--- config.mk ---
export PLATFORM = sky130hd
export DESIGN_NAME = bpc_div_cell
export DESIGN_NICKNAME = d
export VERILOG_FILES = /design/src/rtl/core/bpc_pkg.sv /design/src/rtl/core/bpc_div_cell.sv
export SDC_FILE = /design/constraint.sdc
export NUM_CORES = 1
export LEC_CHECK = 0
export BUFFER_PORTS_ARGS = -buffer_cell sky130_fd_sc_hd__buf_2
export CAP_MARGIN = 0
export CORE_ASPECT_RATIO = 1.1
export CORE_MARGIN = 4
export CORE_UTILIZATION = 35
export CTS_BUF_LIST = sky130_fd_sc_hd__clkbuf_4 sky130_fd_sc_hd__clkbuf_8
export DETAILED_ROUTE_END_ITERATION = 16
export PLACE_DENSITY_LB_ADDON = 0.1
export SLEW_MARGIN = 30
export SYNTH_ARGS = -nofsm -noshare
export SYNTH_HDL_FRONTEND = slang
export SYNTH_SLANG_ARGS = --single-unit
--- constraint.sdc ---
create_clock -name i_clk -period 4.9 [get_ports i_clk]
set_input_delay 0.49 -clock i_clk [delete_from_list [all_inputs] [get_ports i_clk]]
set_output_delay 0.49 -clock i_clk [all_outputs]
set_load 0.01 [all_outputs]
--- src/rtl/core/bpc_pkg.sv ---
package bpc_pkg;

    localparam int DIV_CELLS = 64;

    localparam logic [1:0] CFG_TEMP   = 2'd0;
    localparam logic [1:0] CFG_PRESSA = 2'd1;
    localparam logic [1:0] CFG_PRESSB = 2'd2;
    localparam logic [1:0] CFG_P9     = 2'd3;

    localparam logic signed [24:0] TFINE_OFFSET  = 25'sd128000;
    localparam logic [20:0]        PRESS_BASE    = 21'd1048576;
    localparam logic [63:0]        SCALE_DIV     = 64'd3125;
    localparam logic signed [63:0] BIAS_47       = 64'sh0000_8000_0000_0000;

    typedef struct packed {
        logic        [15:0] t1;
        logic signed [15:0] t2;
        logic signed [15:0] t3;
        logic        [15:0] p1;
        logic signed [15:0] p2;
        logic signed [15:0] p3;
        logic signed [15:0] p4;
        logic signed [15:0] p5;
        logic signed [15:0] p6;
        logic signed [15:0] p7;
        logic signed [15:0] p8;
        logic signed [15:0] p9;
    } t_coeffs;

    // word moving down the divider chain
    typedef struct packed {
        logic [63:0] num;
        logic [30:0] rem;
        logic [30:0] ud;
        logic        qneg;
        logic        dz;
        logic [31:0] tfine;
    } t_div_word;

endpackage

--- src/rtl/core/bpc_div_cell.sv ---
module bpc_div_cell (
    input  logic                   i_clk,
    input  logic                   i_rst_n,
    input  logic                   i_valid,
    output logic                   o_ready,
    input  bpc_pkg::t_div_word     i_word,
    output logic                   o_valid,
    output bpc_pkg::t_div_word     o_word,
    input  logic                   i_ready
);

    logic               r_valid;
    bpc_pkg::t_div_word r_word;
    bpc_pkg::t_div_word n_word;
    logic [31:0]        trial;
    logic               qbit;

    always_comb begin
        n_word = i_word;
        trial  = {i_word.rem, i_word.num[63]};
        qbit   = (trial >= {1'b0, i_word.ud});
        if (qbit) begin
            n_word.rem = 31'(trial - {1'b0, i_word.ud});
        end else begin
            n_word.rem = trial[30:0];
        end
        n_word.num = {i_word.num[62:0], qbit};
    end

    assign o_ready = !r_valid || i_ready;

    always_ff @(posedge i_clk) begin
        if (!i_rst_n) begin
            r_valid <= 1'b0;
        end else if (o_ready) begin
            r_valid <= i_valid;
        end
    end

    always_ff @(posedge i_clk) begin
        if (o_ready) begin
            r_word <= n_word;
        end
    end

    assign o_valid = r_valid;
    assign o_word  = r_word;

endmodule

# Word-level counts from Yosys, hierarchy flattened
# Index checks and enable logic that the tools add are counted.
[op_classes] n_addsub=1 n_reduce_logical=2 n_lt_le_gt_ge=1 n_mux=1
[op_table] cell="32-bit by 31-bit greater-or-equal comparator with 1-bit output" n=1
[op_table] cell="31-bit 2-to-1 mux" n=1
[op_table] cell="31-bit subtractor" n=1
[op_table] cell="1-bit logical NOT" n=1
[op_table] cell="1-bit logical OR" n=1
[word_totals] register_bits=161 out_inout_bits=162 elab_cells=12 input_bits=164

# Longest topological paths before layout
[depth] depth_word=2 ltp_mapped=14 mapped_depth_nobuf=12

# Worst setup path after synthesis
# Ideal clock, no wire load.
[synth_timing] path_type="input to register" from="input i_ready" to="register r_valid, in the netlist o_valid" path_buffers=0 setup_slack_ns=-0.271 setup_ns=0.340 t_arrival_ns=4.831 required_time_ns=4.560 path_stages=2 path_cell_list="nand2b_1 > a21boi_0"
[synth_between] elab_chain_cells=1
[synth_rtl] item="from (decl)" line_no="bpc_div_cell.sv:9" source="input logic i_ready"
[synth_rtl] item="1-bit logical OR" line_no="bpc_div_cell.sv:30" source="assign o_ready = !r_valid || i_ready;"
[synth_rtl] item="to (signal assigned)" line_no="bpc_div_cell.sv:36" source="r_valid <= i_valid;"
[synth_rtl] item="to (decl)" line_no="bpc_div_cell.sv:12" source="logic r_valid;"
# Every way passes these cells.
# A chain may end at the register's enable or synchronous reset.

==> impl_results.md <==
* Gates resized, CTS repair at 0
* Final Critical Period at 3.70 ns
* H-tree levels at 4
* Post-synthesis cell area at 7070 um2
* Outcome: finished, final reports clean
* Die Footprint at 22500 um2
* Layout area overhead at 32.3%
* Crit end category: flop
* CP Max Fanout at 47
* Footprint of the multi-input gates at 2010 um2
* Peak supply drop at 0.164 mV
* Max incr delay on CP at 0.72 ns
* Seq cells post-synth at 161
* Filler Cell Count at 1868
* Worst-path clk slew at 0.10 ns
* Die Y at 157 um
* Number of CTS-inserted buffers at 17
* Pwr dens at 350 nW/um2
* Area contributors post-synth: edfxtp_1, ha_1, a21oi_1
* Fin crit share at 0.755
* Synth warn at 0
* Yosys top cell area share at 0.679
* Cell Rows at 54
* Clock Path Buffers at 2
* Vias at 5308
* Req. time, crit path at 5.11 ns
* Post-route ant nets at 0
* Setup Buffers After CTS at 0
* Worst endpoint data arrival time at 3.91 ns
* Initial core utilization at 0.356
* Final Hold Vio Count at 0
* Port Buffers at 325
* Clock sink count at 161
* Synth unique cells at 57
* Slew HR at 0.487
* Vias in the first global route at 5349
* Clk_skew at 0.0154 ns
* DRC violations left at 0
* Number of synthesized flops with an enable pin at 160
* Avg Cell Area, Syn at 13.8 um2
* Hold_ws at 0.194 ns
* GRT overflow at 0
* Clock root buffer: clkbuf_8
* Drt wl/cell at 18.6 um
* Post-Syn Nets at 710
* Most frequent cells in the layout: buf_2, edfxtp_1, inv_1, a21oi_1, nand2_1
* Critical path type: primary input to flop
* Max cap viols at 0
* Antenna violations before repair at 3
* CP delay by family, top: compound AO/OA/AOI/OAI gates
* Fmax at 0.270 GHz
* Largest net degree at the start of global routing at 50
* Post-Route WL at 20700 um
* Max stage delay cell, worst path: clkinv_2
* Clk Latency, worst-skew pair at 0.45 ns
* RSZ-0062 raised after global routing: false
* Cell taking the most area after synthesis: edfxtp_1
* Total GRT Usage at 0.174
* Startpoint class of the critical path: primary input
* Via-to-Cell Ratio at 4.76
* Worst path most repeated cell: a21o_1
* Post-synthesis cell count at 514
* Leak at 4.21 nW
* DP Wirelength at 16500 um
* Register area at 4820 um2
* Post-Route Utilization at 0.471
* Worst path cell trace: buf_2 -> inv_1 -> ha_1 -> a21o_1 -> a21o_1 -> a2111oi_0 -> nor3_1 -> a211o_1 -> nor2_4 -> clkinv_2 -> mux2_4
* Setup TNS at 0 ns
* RePlAce Congestion at 0.912
* TritonCTS clock tree: built
* Initial DRC Count at 275
* Top_reg_cell synth: edfxtp_1
* Core Box Area at 19900 um2
* Hold buffers post-CTS at 0
* Die Wd at 144 um
* Final setup vio count at 0
* IO Count at 326
* Initial DRT Pass Iterations at 6
* Fraction of layout cells with a size suffix above 1 at 0.449
* Type of the most critical hold path: primary input to flop
* Register area share after synthesis at 0.682
* Worst-margin pin slew at 0.769 ns
* First-pass GRT wire length at 29800 um
* Final Max Tran Viols at 0
* Async SR Flop Fraction at 0
* Final net count at 1044
* CP bufs+invs at 3
* Commonest non-fill, non-tap cell in the layout: buf_2
[worst paths after layout]
check / slack, ns / end / cells past startpoint / startpoint
worst min register to register: 1.09 / o_word[103] / 1 / o_valid
worst max-delay path: 1.20 / o_word[83] / 11 / i_word[59]
worst max register to register: 2.90 / o_valid / 3 / o_valid
worst min-delay path: 0.19 / o_word[151] / 1 / i_word[150]
[final cells by class]
class,count,share of cell area
flip-flops and latches,161,0.516
multi-input cells,296,0.215
repair buffers,328,0.176
well taps,252,0.0337
clock buffers,17,0.0250
inverters,44,0.0178
clock inverters,15,0.0167
diodes,1,0.000267
[routing by layer]
layer / track usage / vias up / wire (um)
met5: 0 / - / 28
li1: - / 2574 / -
met4: 0.0457 / 6 / 241
met2: 0.308 / 210 / 10600
met1: 0.203 / 2492 / 8090
met3: 0.0580 / 26 / 1780
[Yosys cell counts (5+ instances only)]
cell / count
nand2b_1: 5
nor2_2: 8
edfxtp_1: 160
nand3_1: 5
clkbuf_1: 5
o21ai_0: 22
xor2_1: 10
a21oi_1: 40
a21oi_2: 10
nand4_1: 8
nand2_1: 36
xnor2_1: 14
a21o_1: 7
ha_1: 31
o21bai_1: 7
nor2_1: 34
inv_1: 43
[where the power goes]
part | internal, W | total, W | leakage (nW) | switching, W
sequential | 0.00166 | 0.00170 | 1.66 | 0.0000307
clock | 0.000384 | 0.000961 | 0.198 | 0.000577
combinational | 0.000255 | 0.000618 | 2.35 | 0.000363
total | 0.00230 | 0.00327 | 4.21 | 0.000971
[kinds of logic after synthesis]
family                   share of synthesized area
AO/OA/AOI/OAI                                0.113
XOR/XNOR                                    0.0297
adder cells (fa/ha/maj)                     0.0577
buffers and inverters                       0.0352
flip-flops                                   0.682
multiplexers                               0.00212
AND/OR/NAND/NOR                             0.0805
[worst reg2reg max path, cell delays in order, from the launching register on]
cell and delay [ns]:
dfxtp_1 0.35, nand2b_4 0.52, buf_4 0.67, a21boi_0 0.31
[stage by stage]
stage	power [W]	area (um2)	setup slack, ns	cells
final	0.00327	9360	1.20	1114
after global routing	0.00344	9350	0.939	1113
after CTS	0.00332	9350	1.48	1113
after detailed placement	0.00235	8960	0.972	1081
after global placement	0.00234	8960	1.06	1081
after floorplan	0.00208	7080	1.80	514
[registers in the layout, indices dropped and copies added, names as in the netlist]
register	flops
o_word	160
o_valid	1
Power figures use the tool's default switching activity.
